[config.mk]
export PLATFORM = sky130hd
export DESIGN_NAME = http_byte_range_parser
export DESIGN_NICKNAME = d
export VERILOG_FILES = /design/src/hw/rtl/brp_pkg.sv /design/src/hw/rtl/brp_parser.sv /design/src/hw/rtl/brp_result_fifo.sv /design/src/hw/rtl/http_byte_range_parser.sv
export SDC_FILE = /design/constraint.sdc
export NUM_CORES = 2
export LEC_CHECK = 0
export CAP_MARGIN = 15
export CORE_ASPECT_RATIO = 2
export CORE_MARGIN = 2
export CORE_UTILIZATION = 59
export CTS_CLUSTER_SIZE = 28
export DETAILED_ROUTE_END_ITERATION = 16
export DONT_BUFFER_PORTS = 1
export GPL_TIMING_DRIVEN = 1
export HOLD_SLACK_MARGIN = 0.02
export PLACE_DENSITY = 0.78
export SLEW_MARGIN = 40
export SYNTH_ARGS = -nofsm -noshare
export SYNTH_HDL_FRONTEND = slang
export SYNTH_SLANG_ARGS = --single-unit
[constraint.sdc]
create_clock -name aclk -period 7.2 [get_ports aclk]
set_clock_uncertainty 0.05 [all_clocks]
set_input_delay 1.8 -clock aclk [delete_from_list [all_inputs] [get_ports aclk]]
set_output_delay 1.8 -clock aclk [all_outputs]
set_load 0.01 [all_outputs]
[src/hw/rtl/brp_pkg.sv]
`default_nettype none
package brp_pkg;

    localparam int VALUE_WIDTH_DEF = 64;
    localparam int FIELD_W         = 64;
    localparam int CFG_W           = 64;
    localparam int FIFO_DEPTH      = 4;
    localparam int FIFO_PTR_W      = $clog2(FIFO_DEPTH);
    localparam int FIFO_CNT_W      = $clog2(FIFO_DEPTH + 1);

    // phase: 0..5 position in the prefix, then parsing, then discarding
    localparam int PREFIX_LEN = 6;
    localparam logic [2:0] PH_PARSE   = 3'd6;
    localparam logic [2:0] PH_DISCARD = 3'd7;

    localparam logic [7:0] PREFIX_TEXT [0:PREFIX_LEN-1] =
        '{8'h62, 8'h79, 8'h74, 8'h65, 8'h73, 8'h3d};   // "bytes="

    typedef enum logic [2:0] {
        PS_INIT  = 3'd0,
        PS_START = 3'd1,
        PS_GAP1  = 3'd2,
        PS_GAP2  = 3'd3,
        PS_STOP  = 3'd4
    } pstate_t;

    typedef enum logic [2:0] {
        ACT_NONE             = 3'd0,
        ACT_PUSH_START       = 3'd1,
        ACT_PUSH_STOP        = 3'd2,
        ACT_OMIT_START       = 3'd3,
        ACT_OMIT_STOP_SUBMIT = 3'd4,
        ACT_SUBMIT           = 3'd5,
        ACT_ABORT            = 3'd6
    } act_t;

    typedef enum logic [2:0] {
        CL_DIGIT  = 3'd0,
        CL_WHITE  = 3'd1,
        CL_COMMA  = 3'd2,
        CL_HYPHEN = 3'd3,
        CL_END    = 3'd4,
        CL_OTHER  = 3'd5
    } class_t;

    typedef enum logic [1:0] {
        STS_OK         = 2'd0,
        STS_BAD_PREFIX = 2'd1,
        STS_BAD_SYNTAX = 2'd2,
        STS_NO_RANGE   = 2'd3
    } status_t;

    typedef enum logic {
        KIND_RANGE  = 1'b0,
        KIND_STATUS = 1'b1
    } kind_t;

    typedef struct packed {
        act_t    act;
        pstate_t nxt;
    } step_t;

    typedef struct packed {
        kind_t              kind;
        logic [FIELD_W-1:0] range_start;
        logic [FIELD_W-1:0] range_stop;
        status_t            status;
        logic               last;
    } result_t;

    // up to two results per header byte: a range, then the status
    typedef struct packed {
        logic [1:0] cnt;
        result_t    r0;
        result_t    r1;
    } push_t;

    function automatic class_t classify(input logic [7:0] c);
        class_t cl;
        if (c inside {[8'h30:8'h39]}) begin
            cl = CL_DIGIT;
        end else if (c inside {8'h20, 8'h09, 8'h0a, 8'h0b, 8'h0c, 8'h0d}) begin
            cl = CL_WHITE;
        end else if (c == 8'h2c) begin
            cl = CL_COMMA;
        end else if (c == 8'h2d) begin
            cl = CL_HYPHEN;
        end else if (c == 8'h00) begin
            cl = CL_END;
        end else begin
            cl = CL_OTHER;
        end
        return cl;
    endfunction

    function automatic step_t step_lookup(input pstate_t st, input class_t cl);
        step_t s;
        s = '{act: ACT_ABORT, nxt: PS_INIT};
        case (st)
            PS_INIT: begin
                case (cl)
                    CL_DIGIT:  s = '{act: ACT_PUSH_START, nxt: PS_START};
                    CL_WHITE:  s = '{act: ACT_NONE, nxt: PS_INIT};
                    CL_COMMA:  s = '{act: ACT_NONE, nxt: PS_INIT};
                    CL_HYPHEN: s = '{act: ACT_OMIT_START, nxt: PS_GAP2};
                    CL_END:    s = '{act: ACT_NONE, nxt: PS_INIT};
                    default:   s = '{act: ACT_ABORT, nxt: PS_INIT};
                endcase
            end
            PS_START: begin
                case (cl)
                    CL_DIGIT:  s = '{act: ACT_PUSH_START, nxt: PS_START};
                    CL_WHITE:  s = '{act: ACT_NONE, nxt: PS_GAP1};
                    CL_HYPHEN: s = '{act: ACT_NONE, nxt: PS_GAP2};
                    default:   s = '{act: ACT_ABORT, nxt: PS_INIT};
                endcase
            end
            PS_GAP1: begin
                case (cl)
                    CL_WHITE:  s = '{act: ACT_NONE, nxt: PS_GAP1};
                    CL_HYPHEN: s = '{act: ACT_NONE, nxt: PS_GAP2};
                    default:   s = '{act: ACT_ABORT, nxt: PS_INIT};
                endcase
            end
            PS_GAP2: begin
                case (cl)
                    CL_DIGIT:  s = '{act: ACT_PUSH_STOP, nxt: PS_STOP};
                    CL_WHITE:  s = '{act: ACT_NONE, nxt: PS_GAP2};
                    CL_COMMA:  s = '{act: ACT_OMIT_STOP_SUBMIT, nxt: PS_INIT};
                    CL_END:    s = '{act: ACT_OMIT_STOP_SUBMIT, nxt: PS_INIT};
                    default:   s = '{act: ACT_ABORT, nxt: PS_INIT};
                endcase
            end
            PS_STOP: begin
                case (cl)
                    CL_DIGIT:  s = '{act: ACT_PUSH_STOP, nxt: PS_STOP};
                    CL_WHITE:  s = '{act: ACT_SUBMIT, nxt: PS_INIT};
                    CL_COMMA:  s = '{act: ACT_SUBMIT, nxt: PS_INIT};
                    CL_END:    s = '{act: ACT_SUBMIT, nxt: PS_INIT};
                    default:   s = '{act: ACT_ABORT, nxt: PS_INIT};
                endcase
            end
            default: s = '{act: ACT_ABORT, nxt: PS_INIT};
        endcase
        return s;
    endfunction

endpackage
`default_nettype wire

[src/hw/rtl/brp_parser.sv]
`default_nettype none
module brp_parser
    import brp_pkg::*;
#(
    parameter int VALUE_WIDTH = VALUE_WIDTH_DEF
) (
    input  wire logic             aclk,
    input  wire logic             aresetn,
    input  wire logic             cfg_wr_en,
    input  wire logic [CFG_W-1:0] cfg_wr_data,
    input  wire logic             in_valid,
    input  wire logic [7:0]       in_byte,
    output logic                  in_ready,
    input  wire logic             room,
    output push_t                 push
);

    localparam logic [VALUE_WIDTH-1:0] ONES = '1;

    logic [VALUE_WIDTH-1:0] fsize_reg;
    logic                   byte_valid_reg, byte_valid_next;
    logic [7:0]             byte_reg, byte_next;

    logic [2:0]             phase_reg, phase_next;
    pstate_t                pstate_reg, pstate_next;
    status_t                err_reg, err_next;
    logic [VALUE_WIDTH-1:0] start_reg, start_next;
    logic [VALUE_WIDTH-1:0] stop_reg, stop_next;
    logic                   any_valid_reg, any_valid_next;

    logic                   fire;
    logic                   is_end;
    logic                   in_prefix;
    logic [7:0]             lc;
    class_t                 cls;
    step_t                  ent;
    logic [VALUE_WIDTH-1:0] digit;
    logic [VALUE_WIDTH-1:0] start_acc;
    logic [VALUE_WIDTH-1:0] stop_acc;
    logic                   submit;
    logic [VALUE_WIDTH-1:0] a_val, b_val;
    logic                   res_ok;
    logic [VALUE_WIDTH-1:0] res_s, res_e;
    logic [VALUE_WIDTH-1:0] fs_m1;
    result_t                rng_res, sts_res;

    assign fire     = byte_valid_reg && room;
    assign in_ready = !byte_valid_reg || room;

    always_comb begin
        byte_valid_next = byte_valid_reg;
        byte_next       = byte_reg;
        if (in_ready) begin
            byte_valid_next = in_valid;
            byte_next       = in_byte;
        end
    end

    // decode of the held byte
    always_comb begin
        is_end    = (byte_reg == 8'h00);
        in_prefix = (phase_reg < PH_PARSE);
        lc        = (byte_reg inside {[8'h41:8'h5a]}) ? (byte_reg + 8'h20) : byte_reg;
        cls       = classify(byte_reg);
        ent       = step_lookup(pstate_reg, cls);
        digit     = VALUE_WIDTH'(byte_reg[3:0]);
        // times ten as two shifts and an add, modulo 2^VALUE_WIDTH
        start_acc = (start_reg << 3) + (start_reg << 1) + digit;
        stop_acc  = (stop_reg << 3) + (stop_reg << 1) + digit;
        submit    = (ent.act == ACT_SUBMIT) || (ent.act == ACT_OMIT_STOP_SUBMIT);
        a_val     = start_reg;
        b_val     = (ent.act == ACT_OMIT_STOP_SUBMIT) ? ONES : stop_reg;
    end

    // range resolution, all compares side by side
    always_comb begin
        fs_m1  = fsize_reg - VALUE_WIDTH'(1);
        res_ok = 1'b0;
        res_s  = a_val;
        res_e  = fs_m1;
        if (fsize_reg != '0) begin
            if (a_val == ONES) begin
                // suffix range
                res_ok = (b_val != ONES) && (b_val != '0);
                res_s  = (b_val > fsize_reg) ? '0 : (fsize_reg - b_val);
                res_e  = fs_m1;
            end else if (b_val == ONES) begin
                res_ok = (a_val < fsize_reg);
                res_e  = fs_m1;
            end else begin
                res_ok = (a_val <= b_val) && (a_val < fsize_reg);
                res_e  = (b_val >= fsize_reg) ? fs_m1 : b_val;
            end
        end
    end

    // next state
    always_comb begin
        phase_next     = phase_reg;
        pstate_next    = pstate_reg;
        err_next       = err_reg;
        start_next     = start_reg;
        stop_next      = stop_reg;
        any_valid_next = any_valid_reg;
        if (fire) begin
            if (in_prefix) begin
                if (is_end) begin
                    phase_next = '0;
                end else if (lc == PREFIX_TEXT[phase_reg]) begin
                    phase_next = phase_reg + 3'd1;
                end else begin
                    phase_next = PH_DISCARD;
                    err_next   = STS_BAD_PREFIX;
                end
            end else if (phase_reg == PH_DISCARD) begin
                if (is_end) begin
                    phase_next = '0;
                end
            end else begin
                case (ent.act)
                    ACT_PUSH_START: start_next = start_acc;
                    ACT_PUSH_STOP:  stop_next  = stop_acc;
                    ACT_OMIT_START: start_next = ONES;
                    default: ;
                endcase
                if (ent.act == ACT_ABORT) begin
                    if (is_end) begin
                        phase_next = '0;
                    end else begin
                        phase_next = PH_DISCARD;
                        err_next   = STS_BAD_SYNTAX;
                    end
                end else begin
                    if (submit) begin
                        start_next = '0;
                        stop_next  = '0;
                        if (res_ok) begin
                            any_valid_next = 1'b1;
                        end
                    end
                    if (is_end) begin
                        phase_next = '0;
                    end else begin
                        pstate_next = ent.nxt;
                    end
                end
            end
            // end byte always starts a fresh header
            if (is_end) begin
                pstate_next    = PS_INIT;
                start_next     = '0;
                stop_next      = '0;
                any_valid_next = 1'b0;
            end
        end
    end

    // results
    always_comb begin
        rng_res             = '0;
        rng_res.kind        = KIND_RANGE;
        rng_res.range_start = FIELD_W'(res_s);
        rng_res.range_stop  = FIELD_W'(res_e);
        rng_res.status      = STS_OK;
        sts_res             = '0;
        sts_res.kind        = KIND_STATUS;
        sts_res.last        = 1'b1;
        sts_res.status      = STS_OK;
        push                = '0;
        if (fire && is_end) begin
            if (in_prefix) begin
                sts_res.status = STS_BAD_PREFIX;
            end else if (phase_reg == PH_DISCARD) begin
                sts_res.status = err_reg;
            end else if (ent.act == ACT_ABORT) begin
                sts_res.status = STS_BAD_SYNTAX;
            end else if (!(any_valid_reg || (submit && res_ok))) begin
                sts_res.status = STS_NO_RANGE;
            end
        end
        if (fire) begin
            if (!in_prefix && phase_reg != PH_DISCARD && submit && res_ok) begin
                rng_res.last = !is_end;
                push.r0      = rng_res;
                push.cnt     = 2'd1;
                if (is_end) begin
                    push.r1  = sts_res;
                    push.cnt = 2'd2;
                end
            end else if (is_end) begin
                push.r0  = sts_res;
                push.cnt = 2'd1;
            end
        end
    end

    always_ff @(posedge aclk) begin
        if (!aresetn) begin
            fsize_reg      <= '0;
            byte_valid_reg <= 1'b0;
            phase_reg      <= '0;
            pstate_reg     <= PS_INIT;
            err_reg        <= STS_OK;
            start_reg      <= '0;
            stop_reg       <= '0;
            any_valid_reg  <= 1'b0;
        end else begin
            if (cfg_wr_en) begin
                fsize_reg <= cfg_wr_data[VALUE_WIDTH-1:0];
            end
            byte_valid_reg <= byte_valid_next;
            phase_reg      <= phase_next;
            pstate_reg     <= pstate_next;
            err_reg        <= err_next;
            start_reg      <= start_next;
            stop_reg       <= stop_next;
            any_valid_reg  <= any_valid_next;
        end
    end

    always_ff @(posedge aclk) begin
        byte_reg <= byte_next;
    end

endmodule
`default_nettype wire

[src/hw/rtl/brp_result_fifo.sv]
`default_nettype none
module brp_result_fifo
    import brp_pkg::*;
(
    input  wire logic  aclk,
    input  wire logic  aresetn,
    input  wire push_t push,
    output logic       room,
    output logic       out_valid,
    input  wire logic  out_ready,
    output result_t    out_res
);

    result_t               mem [0:FIFO_DEPTH-1];
    logic [FIFO_PTR_W-1:0] wr_ptr_reg, wr_ptr_next;
    logic [FIFO_PTR_W-1:0] rd_ptr_reg, rd_ptr_next;
    logic [FIFO_CNT_W-1:0] count_reg, count_next;
    logic                  pop;
    logic [FIFO_PTR_W-1:0] wr_ptr_p1;

    assign out_valid = (count_reg != '0);
    assign out_res   = mem[rd_ptr_reg];
    assign pop       = out_valid && out_ready;
    // room for a worst-case beat pair, judged before this cycle's pop
    assign room      = (count_reg <= FIFO_CNT_W'(FIFO_DEPTH - 2));
    assign wr_ptr_p1 = wr_ptr_reg + FIFO_PTR_W'(1);

    always_comb begin
        wr_ptr_next = wr_ptr_reg + FIFO_PTR_W'(push.cnt);
        rd_ptr_next = pop ? (rd_ptr_reg + FIFO_PTR_W'(1)) : rd_ptr_reg;
        count_next  = count_reg + FIFO_CNT_W'(push.cnt) - FIFO_CNT_W'(pop);
    end

    always_ff @(posedge aclk) begin
        if (!aresetn) begin
            wr_ptr_reg <= '0;
            rd_ptr_reg <= '0;
            count_reg  <= '0;
        end else begin
            wr_ptr_reg <= wr_ptr_next;
            rd_ptr_reg <= rd_ptr_next;
            count_reg  <= count_next;
        end
    end

    always_ff @(posedge aclk) begin
        if (push.cnt != 2'd0) begin
            mem[wr_ptr_reg] <= push.r0;
        end
        if (push.cnt == 2'd2) begin
            mem[wr_ptr_p1] <= push.r1;
        end
    end

endmodule
`default_nettype wire

[src/hw/rtl/http_byte_range_parser.sv]
// path: a header byte is registered, then its results are written into the result queue
// throughput: one header byte per cycle while the queue has room; a byte that closes
//   a range and ends the header yields two result beats, which the four-entry queue absorbs
// reset: aresetn low at a rising edge clears file_size to 0, the prefix/parse state
//   and the result queue
`default_nettype none
module http_byte_range_parser
    import brp_pkg::*;
#(
    parameter int VALUE_WIDTH = VALUE_WIDTH_DEF
) (
    input  wire logic             aclk,
    input  wire logic             aresetn,
    input  wire logic             cfg_wr_en,
    input  wire logic [CFG_W-1:0] cfg_wr_data,   // file_size
    input  wire logic             s_tvalid,
    output logic                  s_tready,
    input  wire logic [7:0]       s_tdata,       // header_byte
    output logic                  m_tvalid,
    input  wire logic             m_tready,
    output logic [135:0]          m_tdata,       // range_start, range_stop, status, zero pad
    output logic                  m_tuser,       // kind
    output logic                  m_tlast
);

    push_t   push;
    logic    room;
    result_t res;

    brp_parser #(
        .VALUE_WIDTH(VALUE_WIDTH)
    ) u_parser (
        .aclk       (aclk),
        .aresetn    (aresetn),
        .cfg_wr_en  (cfg_wr_en),
        .cfg_wr_data(cfg_wr_data),
        .in_valid   (s_tvalid),
        .in_byte    (s_tdata),
        .in_ready   (s_tready),
        .room       (room),
        .push       (push)
    );

    brp_result_fifo u_fifo (
        .aclk     (aclk),
        .aresetn  (aresetn),
        .push     (push),
        .room     (room),
        .out_valid(m_tvalid),
        .out_ready(m_tready),
        .out_res  (res)
    );

    assign m_tdata = {6'd0, res.status, res.range_stop, res.range_start};
    assign m_tuser = res.kind;
    assign m_tlast = res.last;

endmodule
`default_nettype wire

==> impl_results.md <==
* Status: finished clean
* Hold Path Cell Cnt at 2
* Hold Crit Endpoint: u_fifo.mem[2][119]$_SDFFE_PP0P_
* Die height at 401 µm
* Synthesized netlist cell count at 5235
* Multi-input gate area at 29900 µm²
* Number of synthesized flops with an enable pin at 24
* DRT Wirelength at 179000 µm
* R2R setup slack at around 0.19 ns
* Leakage at 22.3 nW
* DRT antenna net count at 0
* Register bit count reported by yosys at 747
* Startpoint types: register
* Clock buffer count from CTS at 68
* Endpoints failing hold at 0
* R2R Path End: u_fifo.mem[0][102]$_SDFFE_PP0P_
* CTS max path bufs at 3
* Final Slew Violations at 0
* CTS clock-pin slew for the worst setup and hold paths at 0.07 ns
* Ports at 217
* Final TNS setup at 0 ns
* Number of fill cells at 6475
* Worst EP arrival at 7.54 ns
* Maximum vdd drop at between 0.15 and 0.2 mV
* Initial antenna violation count at 1
* Nets at slightly below 6000
* Final Core Density at 0.659
* Drt wl/cell at 28.3 µm
* H-tree lvl count at 3
* Overflow after GRT at 0
* Minimum clock period at about 7 ns
* Leading cell type in the layout, fill and taps excluded: dfxtp_1
* Power Dens Cells at about 190 nW/µm²
* Hold_sp: u_fifo.mem[2][119]$_SDFFE_PP0P_
* Hold Slack at 0.401 ns
* P&R area growth vs syn at 10.6%
* CTS tree: yes
* Register area share after synthesis at 0.326
* Fmax at between 100 and 150 MHz
* CTS root buf: clkbuf_16
* # hold bufs at CTS at 0
* Via count at 43600
* Syn Std Cell Area at roughly 47000 µm²
* Dpl cell area at 49000 µm²
* R2R depth at 21
* Worst-Skew Late Latency at 0.68 ns
* Pre-antenna DRT Iters at 6
* Top_reg_cell synth: dfxtp_1
* Total track usage at 0.432
* Mean Syn Cell Area at 8.89 µm²
* Largest net degree at the start of global routing at 122
* Fin crit share at 0.974
* Crit path max fanout at 47
* Die area at 81300 µm²
* Most flops, register: u_fifo.mem
* Die width at 203 µm
* Post-route DRC at 0
* # rows at approximately 150
* RR Startpoint: u_parser.byte_reg[6]$_DFFE_PP_
* YS warnings at 0
* Crit path kind: reg2reg
* Sinks on the clock net at 747
* Vias per Instance at 6.88
* CP Data Required Time at 7.73 ns
* Slew HR at 0.330
* Largest register FFs at 528
* Setup crit end kind: register
* DR iter-0 viols at 4453
* Dpl hpwl at roughly 140000 µm
* Vias in the first global route at 43800
* Core area at 78200 µm²
* Hold crit path type: reg2reg
* Layout cells sized above 1 at 0.105
* Fraction of registers with async set/reset at 0
* Most frequent cells in the layout: 721 x dfxtp_1, 533 x nand2_1, 445 x ha_1
* Netlist cell types at between 90 and 100
* First-pass GRT wire length at 267000 µm
* Port buffer count at 0
* Design Power at approximately 10 mW
* Final Cell Area at 51500 µm²
* Worst Tran Pin Value at 0.994 ns
* Number of max-cap violations at 0
* Starting density of the core at 0.595
* Final RePlAce weighted congestion at 1.05
* Final setup fails at 0
* Register area at 15200 µm²
## worst max-delay path by stage
stage	from	to	slack (ns)
finish	u_parser.byte_reg[6]$_DFFE_PP_	u_fifo.mem[0][102]$_SDFFE_PP0P_	0.19
CTS	u_parser.byte_reg[4]$_DFFE_PP_	u_fifo.mem[3][3]$_SDFFE_PP0P_	0.07
detailed placement	u_parser.byte_reg[4]$_DFFE_PP_	u_fifo.mem[3][24]$_SDFFE_PP0P_	0.12
global route	u_parser.byte_reg[3]$_DFFE_PP_	u_fifo.mem[1][129]$_SDFFE_PP0P_	-0.03
floorplan	u_parser.byte_reg[3]$_DFFE_PP_	u_fifo.mem[2][0]$_DFFE_PP_	0.11
global placement	u_parser.byte_reg[1]$_DFFE_PP_	u_fifo.mem[3][3]$_SDFFE_PP0P_	0.20
## routing by layer
metal  part of all wire  routed length [µm]  track usage
met5                  0                   0            0
met4               0.10               18300        0.362
met3              0.080               14300       0.0914
met2               0.48               86000        0.737
met1               0.34               60500        0.453
## through the flow
step	setup WS [ns]	cells
floorplan	0.113	5240
global placement	0.199	6197
detailed placement	0.121	6199
CTS	0.0749	6320
global route	-0.0313	6328
finish	0.190	6329
## power by group
group / internal (mW) / switching, mW / total [mW]
combinational: 0.677 / 1.06 / 1.73
clock: 2.20 / 1.74 / 3.93
sequential: 4.20 / 0.109 / 4.31
total: 7.08 / 2.90 / 9.98
## cell usage after synthesis, types with 30 or more instances
cell	number	area [µm²]
xor2_1	82	718
o21a_1	32	240
ha_1	445	5570
a31oi_1	35	219
nor4_1	50	313
nor2b_1	41	257
nor3_1	89	445
and3_1	33	206
a22oi_1	61	458
a21o_1	203	1520
a21oi_1	325	1630
o21ai_0	388	1940
nand2_1	534	2000
o21ai_1	59	295
o21bai_1	39	293
xnor2_1	158	1380
a22o_1	324	2840
mux2i_1	72	721
nand2b_1	44	275
mux4_2	132	2970
inv_1	133	499
dfxtp_1	723	14500
nand4_1	118	738
nor2_1	373	1400
clkbuf_1	244	916
nand3_1	99	495
buf_1	30	113
## kinds of logic (layout without fill, tap and decap cells)
logic type | after synthesis | in the layout | synth area share
xor+xnor | 240 | 240 | 0.0452
simple gates | 1478 | 1478 | 0.148
buf+inv | 440 | 498 | 0.0368
mux | 205 | 205 | 0.0796
compound gates | 1673 | 1673 | 0.241
flops | 747 | 747 | 0.326
fa+ha+maj | 451 | 451 | 0.122
other cells | 1 | 8 | 0.0000806
## layout make-up
| class | count | share of cell area |
|---|---|---|
| antenna | 2 | 0.0000972 |
| multi-input combinational | 4053 | 0.580 |
| sequential | 747 | 0.295 |
| timing repair buffer | 243 | 0.0441 |
| clock inverter | 29 | 0.00911 |
| tap | 1029 | 0.0250 |
| clock buffer | 92 | 0.0368 |
| inverter | 134 | 0.00986 |
## critical path, cell delays in order (launching register included)
cell      delay [ns]
edfxtp_1        0.51
or3_1           0.43
o32ai_2         0.35
buf_4           0.20
o211ai_2        0.11
and4_4          0.31
buf_12          0.21
nor2_1          0.56
ha_1            0.38
nand3_1         0.14
nor2_1          0.26
nand3_1         0.11
o41ai_1         0.52
or3_1           0.34
o21ai_2         0.11
o21ai_4         0.31
a21o_1          0.30
buf_4           0.23
nand2_1         0.27
o21ai_0         0.61
nand2_1         0.34
o21ai_0         0.24
## what timing repair did
| action | in CTS | in global routing |
|---|---|---|
| endpoints found under the setup margin | 0 | 544 |
| setup buffers | 0 | 5 |
| gates resized for setup | 0 | 13 |
(Power assumes the default switching activity.)
